===== src/hdl/ri2a_pkg.sv =====
// ri2a_pkg: widths, character codes, sequencer states and the digit glyph function
// for the radix integer-to-ascii converter. No dependencies.
package ri2a_pkg;

  localparam int WORD_W      = 32;
  localparam int BASE_W      = 6;
  localparam int DIGIT_W     = 6;
  localparam int CHAR_W      = 7;
  localparam int MAX_DIGITS_DEF = 32;

  // quotient bits retired per divider cycle
  localparam int DIV_BITS    = 8;
  localparam int DIV_STEPS   = WORD_W / DIV_BITS;

  localparam logic [BASE_W-1:0] BASE_RESET = BASE_W'(10);
  localparam logic [BASE_W-1:0] BASE_MIN   = BASE_W'(2);
  localparam logic [BASE_W-1:0] BASE_MAX   = BASE_W'(36);
  localparam logic [BASE_W-1:0] BASE_DEC   = BASE_W'(10);

  localparam logic [CHAR_W-1:0] CHAR_ZERO  = 7'h30;
  localparam logic [CHAR_W-1:0] CHAR_BIG_A = 7'h41;
  localparam logic [CHAR_W-1:0] CHAR_MINUS = 7'h2D;
  localparam logic [CHAR_W-1:0] DIGIT_TEN  = 7'd10;

  typedef enum logic [2:0] {
    ST_IDLE,
    ST_DIV,
    ST_SIGN,
    ST_READ,
    ST_SHOW
  } state_t;

  function automatic logic [CHAR_W-1:0] glyph(input logic [DIGIT_W-1:0] d);
    logic [CHAR_W-1:0] dw;
    dw = CHAR_W'(d);
    if (dw < DIGIT_TEN) begin
      return CHAR_ZERO + dw;
    end else begin
      return CHAR_BIG_A + (dw - DIGIT_TEN);
    end
  endfunction

endpackage


===== src/hdl/ri2a_ram.sv =====
// ri2a_ram: generic single-write, single-read ram with registered read data.
// Depends on nothing.
module ri2a_ram #(
  parameter int WIDTH = 6,
  parameter int DEPTH = 32
) (
  input  logic                     clk,
  input  logic                     wr_en,
  input  logic [$clog2(DEPTH)-1:0] wr_addr,
  input  logic [WIDTH-1:0]         wr_data,
  input  logic                     rd_en,
  input  logic [$clog2(DEPTH)-1:0] rd_addr,
  output logic [WIDTH-1:0]         rd_data
);

  logic [WIDTH-1:0] mem [DEPTH];
  logic [WIDTH-1:0] rd_data_r;

  always_ff @(posedge clk) begin
    if (wr_en) begin
      mem[wr_addr] <= wr_data;
    end
    if (rd_en) begin
      rd_data_r <= mem[rd_addr];
    end
  end

  assign rd_data = rd_data_r;

endmodule


===== src/hdl/ri2a_div.sv =====
// ri2a_div: iterative divider of a 32-bit word by a small base, DIV_BITS quotient
// bits per cycle. Depends on ri2a_pkg.
module ri2a_div (
  input  logic                         clk,
  input  logic                         rst_n,
  input  logic                         start,
  input  logic [ri2a_pkg::WORD_W-1:0]  dividend,
  input  logic [ri2a_pkg::BASE_W-1:0]  divisor,
  output logic                         done,
  output logic [ri2a_pkg::WORD_W-1:0]  quotient,
  output logic [ri2a_pkg::DIGIT_W-1:0] remainder
);
  import ri2a_pkg::*;

  localparam int STEP_CW = (DIV_STEPS > 1) ? $clog2(DIV_STEPS) : 1;
  localparam logic [STEP_CW-1:0] STEP_LAST = STEP_CW'(DIV_STEPS - 1);

  logic [WORD_W-1:0]  quo_r, quo_nxt;
  logic [DIGIT_W-1:0] rem_r, rem_nxt;
  logic [BASE_W-1:0]  div_r;
  logic [STEP_CW-1:0] cnt_r;
  logic               run_r, done_r;

  // one chunk of restoring long division; remainder stays below the base
  always_comb begin
    logic [DIGIT_W:0]   tmp;
    logic [DIGIT_W-1:0] rem;
    logic [WORD_W-1:0]  quo;
    rem = rem_r;
    quo = quo_r;
    for (int i = 0; i < DIV_BITS; i++) begin
      tmp = {rem, quo[WORD_W-1]};
      quo = {quo[WORD_W-2:0], 1'b0};
      if (tmp >= {1'b0, div_r}) begin
        tmp    = tmp - {1'b0, div_r};
        quo[0] = 1'b1;
      end
      rem = tmp[DIGIT_W-1:0];
    end
    rem_nxt = rem;
    quo_nxt = quo;
  end

  always_ff @(posedge clk) begin
    if (!rst_n) begin
      run_r  <= 1'b0;
      done_r <= 1'b0;
      cnt_r  <= '0;
    end else if (start) begin
      run_r  <= 1'b1;
      done_r <= 1'b0;
      cnt_r  <= '0;
    end else if (run_r) begin
      cnt_r  <= cnt_r + 1'b1;
      run_r  <= (cnt_r != STEP_LAST);
      done_r <= (cnt_r == STEP_LAST);
    end else begin
      done_r <= 1'b0;
    end
  end

  always_ff @(posedge clk) begin
    if (start) begin
      quo_r <= dividend;
      rem_r <= '0;
      div_r <= divisor;
    end else if (run_r) begin
      quo_r <= quo_nxt;
      rem_r <= rem_nxt;
    end
  end

  assign done      = done_r;
  assign quotient  = quo_r;
  assign remainder = rem_r;

endmodule


===== src/hdl/radix_integer_to_ascii.sv =====
// radix_integer_to_ascii: top level, sequencer around the shared divider and the digit ram.
// Depends on ri2a_pkg, ri2a_div and ri2a_ram.
//
//  channel  | ports                                   | handshake
//  ---------+-----------------------------------------+------------------------------
//  input    | in_value                                | start high while busy low
//  result   | out_character, out_last_char            | out_valid strobe, one cycle
//  config   | cfg_output_base                         | cfg_valid and cfg_ready
//
// each digit is one run of the shared divider; digits go least significant first
// into the digit ram. A sign step follows, then each character takes a ram read
// and then an output step, most significant digit first.
// busy is high throughout a conversion.
// reset is synchronous and returns the sequencer to idle with base ten.
// results cannot be held off: one strobe per character, never stalled.
module radix_integer_to_ascii #(
  parameter int MAX_DIGITS = ri2a_pkg::MAX_DIGITS_DEF
) (
  input  logic                         clk,
  input  logic                         rst_n,
  input  logic                         start,
  output logic                         busy,
  input  logic [ri2a_pkg::WORD_W-1:0]  in_value,
  output logic                         out_valid,
  output logic [ri2a_pkg::CHAR_W-1:0]  out_character,
  output logic                         out_last_char,
  input  logic                         cfg_valid,
  output logic                         cfg_ready,
  input  logic [ri2a_pkg::BASE_W-1:0]  cfg_output_base
);
  import ri2a_pkg::*;

  localparam int AW  = $clog2(MAX_DIGITS);
  localparam int CW  = $clog2(MAX_DIGITS + 1);
  localparam logic [CW-1:0] CNT_MAX = CW'(MAX_DIGITS);

  state_t state_r, state_nxt;

  logic [BASE_W-1:0]  base_r;
  logic [BASE_W-1:0]  base_eff;
  logic               neg_r, neg_nxt;
  logic [CW-1:0]      n_r, n_nxt;
  logic [AW-1:0]      idx_r, idx_nxt;
  logic               out_valid_r, out_valid_nxt;
  logic [CHAR_W-1:0]  out_char_r, out_char_nxt;
  logic               out_last_r, out_last_nxt;

  logic               in_neg;
  logic [WORD_W-1:0]  in_mag;

  logic               div_start;
  logic [WORD_W-1:0]  div_dividend;
  logic               div_done;
  logic [WORD_W-1:0]  div_quo;
  logic [DIGIT_W-1:0] div_rem;

  logic               ram_wr_en;
  logic               ram_rd_en;
  logic [DIGIT_W-1:0] ram_rd_data;

  always_comb begin
    if (base_r < BASE_MIN) begin
      base_eff = BASE_MIN;
    end else if (base_r > BASE_MAX) begin
      base_eff = BASE_MAX;
    end else begin
      base_eff = base_r;
    end
  end

  // only base ten reads the word as two's complement
  assign in_neg = (base_eff == BASE_DEC) && in_value[WORD_W-1];
  assign in_mag = in_neg ? (~in_value + 1'b1) : in_value;

  always_ff @(posedge clk) begin
    if (!rst_n) begin
      base_r <= BASE_RESET;
    end else if (cfg_valid && cfg_ready) begin
      base_r <= cfg_output_base;
    end
  end

  ri2a_div u_div (
    .clk       (clk),
    .rst_n     (rst_n),
    .start     (div_start),
    .dividend  (div_dividend),
    .divisor   (base_eff),
    .done      (div_done),
    .quotient  (div_quo),
    .remainder (div_rem)
  );

  ri2a_ram #(
    .WIDTH (DIGIT_W),
    .DEPTH (MAX_DIGITS)
  ) u_digits (
    .clk     (clk),
    .wr_en   (ram_wr_en),
    .wr_addr (n_r[AW-1:0]),
    .wr_data (div_rem),
    .rd_en   (ram_rd_en),
    .rd_addr (idx_r),
    .rd_data (ram_rd_data)
  );

  always_ff @(posedge clk) begin
    if (!rst_n) begin
      state_r     <= ST_IDLE;
      neg_r       <= 1'b0;
      n_r         <= '0;
      idx_r       <= '0;
      out_valid_r <= 1'b0;
      out_last_r  <= 1'b0;
    end else begin
      state_r     <= state_nxt;
      neg_r       <= neg_nxt;
      n_r         <= n_nxt;
      idx_r       <= idx_nxt;
      out_valid_r <= out_valid_nxt;
      out_last_r  <= out_last_nxt;
    end
  end

  always_ff @(posedge clk) begin
    out_char_r <= out_char_nxt;
  end

  always_comb begin
    state_nxt     = state_r;
    neg_nxt       = neg_r;
    n_nxt         = n_r;
    idx_nxt       = idx_r;
    out_valid_nxt = 1'b0;
    out_char_nxt  = out_char_r;
    out_last_nxt  = 1'b0;
    div_start     = 1'b0;
    div_dividend  = div_quo;
    ram_wr_en     = 1'b0;
    ram_rd_en     = 1'b0;
    case (state_r)
      ST_IDLE: begin
        if (start) begin
          neg_nxt      = in_neg;
          n_nxt        = '0;
          div_start    = 1'b1;
          div_dividend = in_mag;
          state_nxt    = ST_DIV;
        end
      end
      ST_DIV: begin
        if (div_done) begin
          ram_wr_en = 1'b1;
          n_nxt     = n_r + 1'b1;
          idx_nxt   = n_r[AW-1:0];
          if ((div_quo != '0) && (n_nxt < CNT_MAX)) begin
            div_start = 1'b1;
          end else begin
            state_nxt = ST_SIGN;
          end
        end
      end
      ST_SIGN: begin
        if (neg_r) begin
          out_valid_nxt = 1'b1;
          out_char_nxt  = CHAR_MINUS;
        end
        state_nxt = ST_READ;
      end
      ST_READ: begin
        ram_rd_en = 1'b1;
        state_nxt = ST_SHOW;
      end
      ST_SHOW: begin
        out_valid_nxt = 1'b1;
        out_char_nxt  = glyph(ram_rd_data);
        out_last_nxt  = (idx_r == '0);
        if (idx_r == '0) begin
          state_nxt = ST_IDLE;
        end else begin
          idx_nxt   = idx_r - 1'b1;
          state_nxt = ST_READ;
        end
      end
      default: begin
        state_nxt = ST_IDLE;
      end
    endcase
  end

  assign busy          = (state_r != ST_IDLE);
  assign cfg_ready     = (state_r == ST_IDLE);
  assign out_valid     = out_valid_r;
  assign out_character = out_char_r;
  assign out_last_char = out_last_r;

endmodule


===== config.mk =====
export PLATFORM = sky130hd
export DESIGN_NAME = radix_integer_to_ascii
export DESIGN_NICKNAME = d
export VERILOG_FILES = /design/src/hdl/ri2a_pkg.sv /design/src/hdl/ri2a_ram.sv /design/src/hdl/ri2a_div.sv /design/src/hdl/radix_integer_to_ascii.sv
export SDC_FILE = /design/constraint.sdc
export NUM_CORES = 1
export LEC_CHECK = 0
export BUFFER_PORTS_ARGS = -buffer_cell sky130_fd_sc_hd__buf_2
export CORE_UTILIZATION = 55
export DETAILED_ROUTE_END_ITERATION = 7
export GPL_TIMING_DRIVEN = 0
export HOLD_SLACK_MARGIN = 0.15
export PLACE_DENSITY = 0.75
export SYNTH_ARGS = -nofsm -noshare
export SYNTH_HDL_FRONTEND = slang
export SYNTH_SLANG_ARGS = --single-unit

===== constraint.sdc =====
create_clock -name clk -period 14.5 [get_ports clk]
set_clock_uncertainty 0.15 [all_clocks]
set_input_delay 0.725 -clock clk [delete_from_list [all_inputs] [get_ports clk]]
set_output_delay 0.725 -clock clk [all_outputs]
set_load 0.1 [all_outputs]

==> results.toml <==
[critical_path]
crit_path_max_incr_delay_ps = 440
cp_max_fo = 7
crit_arrival_ps = 15610
crit_buf_inv = 12
required_ps = 14780
cp-end-kind = "register"
slowest_stage = "a311o_2"
cp-start-kind = "register"
worstSetupPathType = "reg -> reg"
crit_family = "compound AO/OA/AOI/OAI gates"

[timing]
fin_crit_sh_pct = 105.7
rsz0062_at_grt = "yes"
hold_violations = 0
max_slew_margin_pct = 11.75
finalWorstSetupSlack_ps = -829.2
finalSetupViolCount = 7
tightest_slew_ps = 1320
max_freq_mhz = 65.24
report.final.slew_viol_count = 0
period_needed_ps = 15330

[detailed_routing]
drc_errors = 0
dr.pass1.iters = 7
viasPerCell = 6.087
vias = 10250
routed_wl_um = 37830
wl_per_cell_um = 22.46
antenna_left = 0
drt_iter0_markers = 899

[yosys]
yosysMostFrequentCell = "edfxtp_1"
ys_types = 70
ys_warn_count = 0
yosysSeqAreaShare_pct = 55.35
synth_edf_count = 243
synth_cells = 1137
synthTopCellsByArea = "edfxtp_1, mux4_2, ha_1"
synth-seq-cells = 276
avgSynthCellArea_um2 = 12.65
synth.top_cell.area_share_pct = 50.75
synth_top_area_cell = "edfxtp_1"
syn_nets = 1245
yosys_most_used_dff = "edfxtp_1"
ys_async_sr_fraction_pct = 0
synth_common_cells = "edfxtp_1, nand2_1, nor2_1"
netlist_area_mm2 = 0.01438

[final_layout]
instances_no_fill = 1684
area_growth_pct = 22.84
fin_nets = 1439
drive_gt1_share_pct = 29.34
n_fill_cell = 1670
post-route-cell-area_mm2 = 0.01766

[placed_design]
post-place-cells = 1519
hpwl_um = 23820
placed_area_mm2 = 0.01533
port_buffers = 52
place_congestion = 0.8631

[cts]
cts_tree = "yes"
insertion_delay_ps = 550
cts_hold_buf = 0
cts_root_buf = "clkbuf_16"
clockBufferDepth = 3
cts_buffers = 28
clkTransAtPathRegs_ps = 70
clock_sinks = 276
htree_levels = 1

[die]
start_util_pct = 56.61
coreArea_mm2 = 0.02540
fp.dieH_um = 163.7
die_area_mm2 = 0.02679
die_w_um = 163.7
row_count = 58
ios = 53

[flow_run]
max_cap_violations = 0

[global_routing]
antenna_found_initial = 1
grt_pass1_wl_um = 56230
grt_max_degree = 37
grt_overflow = 0
grt.total_usage_pct = 28.13
grt_pass1_vias = 10200

[run_status]
violations = "negative setup slack"
status = "complete, but fails checks"

[min_path]
min_path_type = "in -> reg"
## metrics by stage
stage          setup slack [ps]  hold WS [ps]  TNS [ps]  utilization (%)
6_report                 -829.2         254.3     -5364            69.53
5_1_grt                   -1195         256.6     -8255            69.53
4_1_cts                  -383.7         246.4     -2516            68.12
3_5_place_dp              -2656         335.7    -18430            60.37
3_3_place_gp              -2500         332.9    -17110            60.37
2_1_floorplan            -220.7         298.0     -1425                -
## final timing paths
check	from	end	slack, ps	depth (start not counted)
min	cfg_output_base[3]	base_r[3]$_SDFFE_PN1P_	250	3
min reg2reg	base_r[0]$_SDFFE_PN0P_	base_r[0]$_SDFFE_PN0P_	370	2
max	u_div.div_r[4]$_DFFE_PP_	u_div.remainder[2]$_SDFFE_PP0P_	-830	79
max reg2reg	u_div.div_r[4]$_DFFE_PP_	u_div.remainder[2]$_SDFFE_PP0P_	-830	79
## state kept, by name, summed over array words and instances (netlist names)
register          cells
n_r                   6
u_div.cnt_r           2
idx_r                 5
u_div.div_r           6
state_r               3
u_div.remainder       6
out_character         7
u_div.done            1
u_digits.rd_data      6
neg_r                 1
u_div.run_r           1
u_div.quotient       32
u_digits.mem        192
base_r                6
out_last_char         1
out_valid             1
## timing repair
action | 4_1_cts | 5_1_grt
pin swaps | 54 | 54
setup buffers | 85 | 28
endpoints found under the setup margin | 8 | 7
gates resized for setup | 64 | 39
endpoints found under the hold margin | 0 | 0
gates cloned | 2 | 0
## logic make-up after synthesis
family	after synthesis	synth area share (%)
compound gates	206	9.347
xor+xnor	61	3.716
fa+ha+maj	66	6.161
buf+inv	100	2.637
flops	276	55.35
mux	92	11.80
simple gates	336	10.99
## metal layers
metal	part of all wire [%]	routed length [µm]	track usage, %
met5	0	0	0
met4	5.0	1876	13.05
met3	6.4	2405	4.469
met2	51	19290	49.90
met1	38	14260	33.43
## cells in the final DEF, fill, tap and decap left out, types with 15 or more instances in the layout
cell and count:
edfxtp_1 243, nand2_1 113, buf_4 101, nor2_1 91, mux4_2 60, o21ai_0 53
buf_2 53, a21oi_1 48, inv_1 47, clkbuf_1 43, ha_1 38, xnor2_1 36
clkbuf_16 29, dfxtp_1 27, xor2_1 23, ha_4 19, nor4_1 16, nand2b_1 15
a21o_1 15
## layout make-up
cell class / instances / area, µm² / area share [%]
antenna: 1 / 2.502 / 0.01417
inverter: 58 / 239.0 / 1.353
tap: 330 / 412.9 / 2.338
buffer: 42 / 187.7 / 1.063
sequential: 276 / 7978 / 45.17
clock inverter: 12 / 133.9 / 0.7581
multi-input combinational: 761 / 6760 / 38.28
clock buffer: 40 / 777.0 / 4.400
timing repair buffer: 164 / 1170 / 6.624
## tightest hold or removal path: stages
cell     delay, ps
buf_2           80
nand2_1         50
nand3_1         70
Power is left out: the tool's default activity adds up to more than one toggle a clock period on the data nets, which glitch-free logic cannot reach.
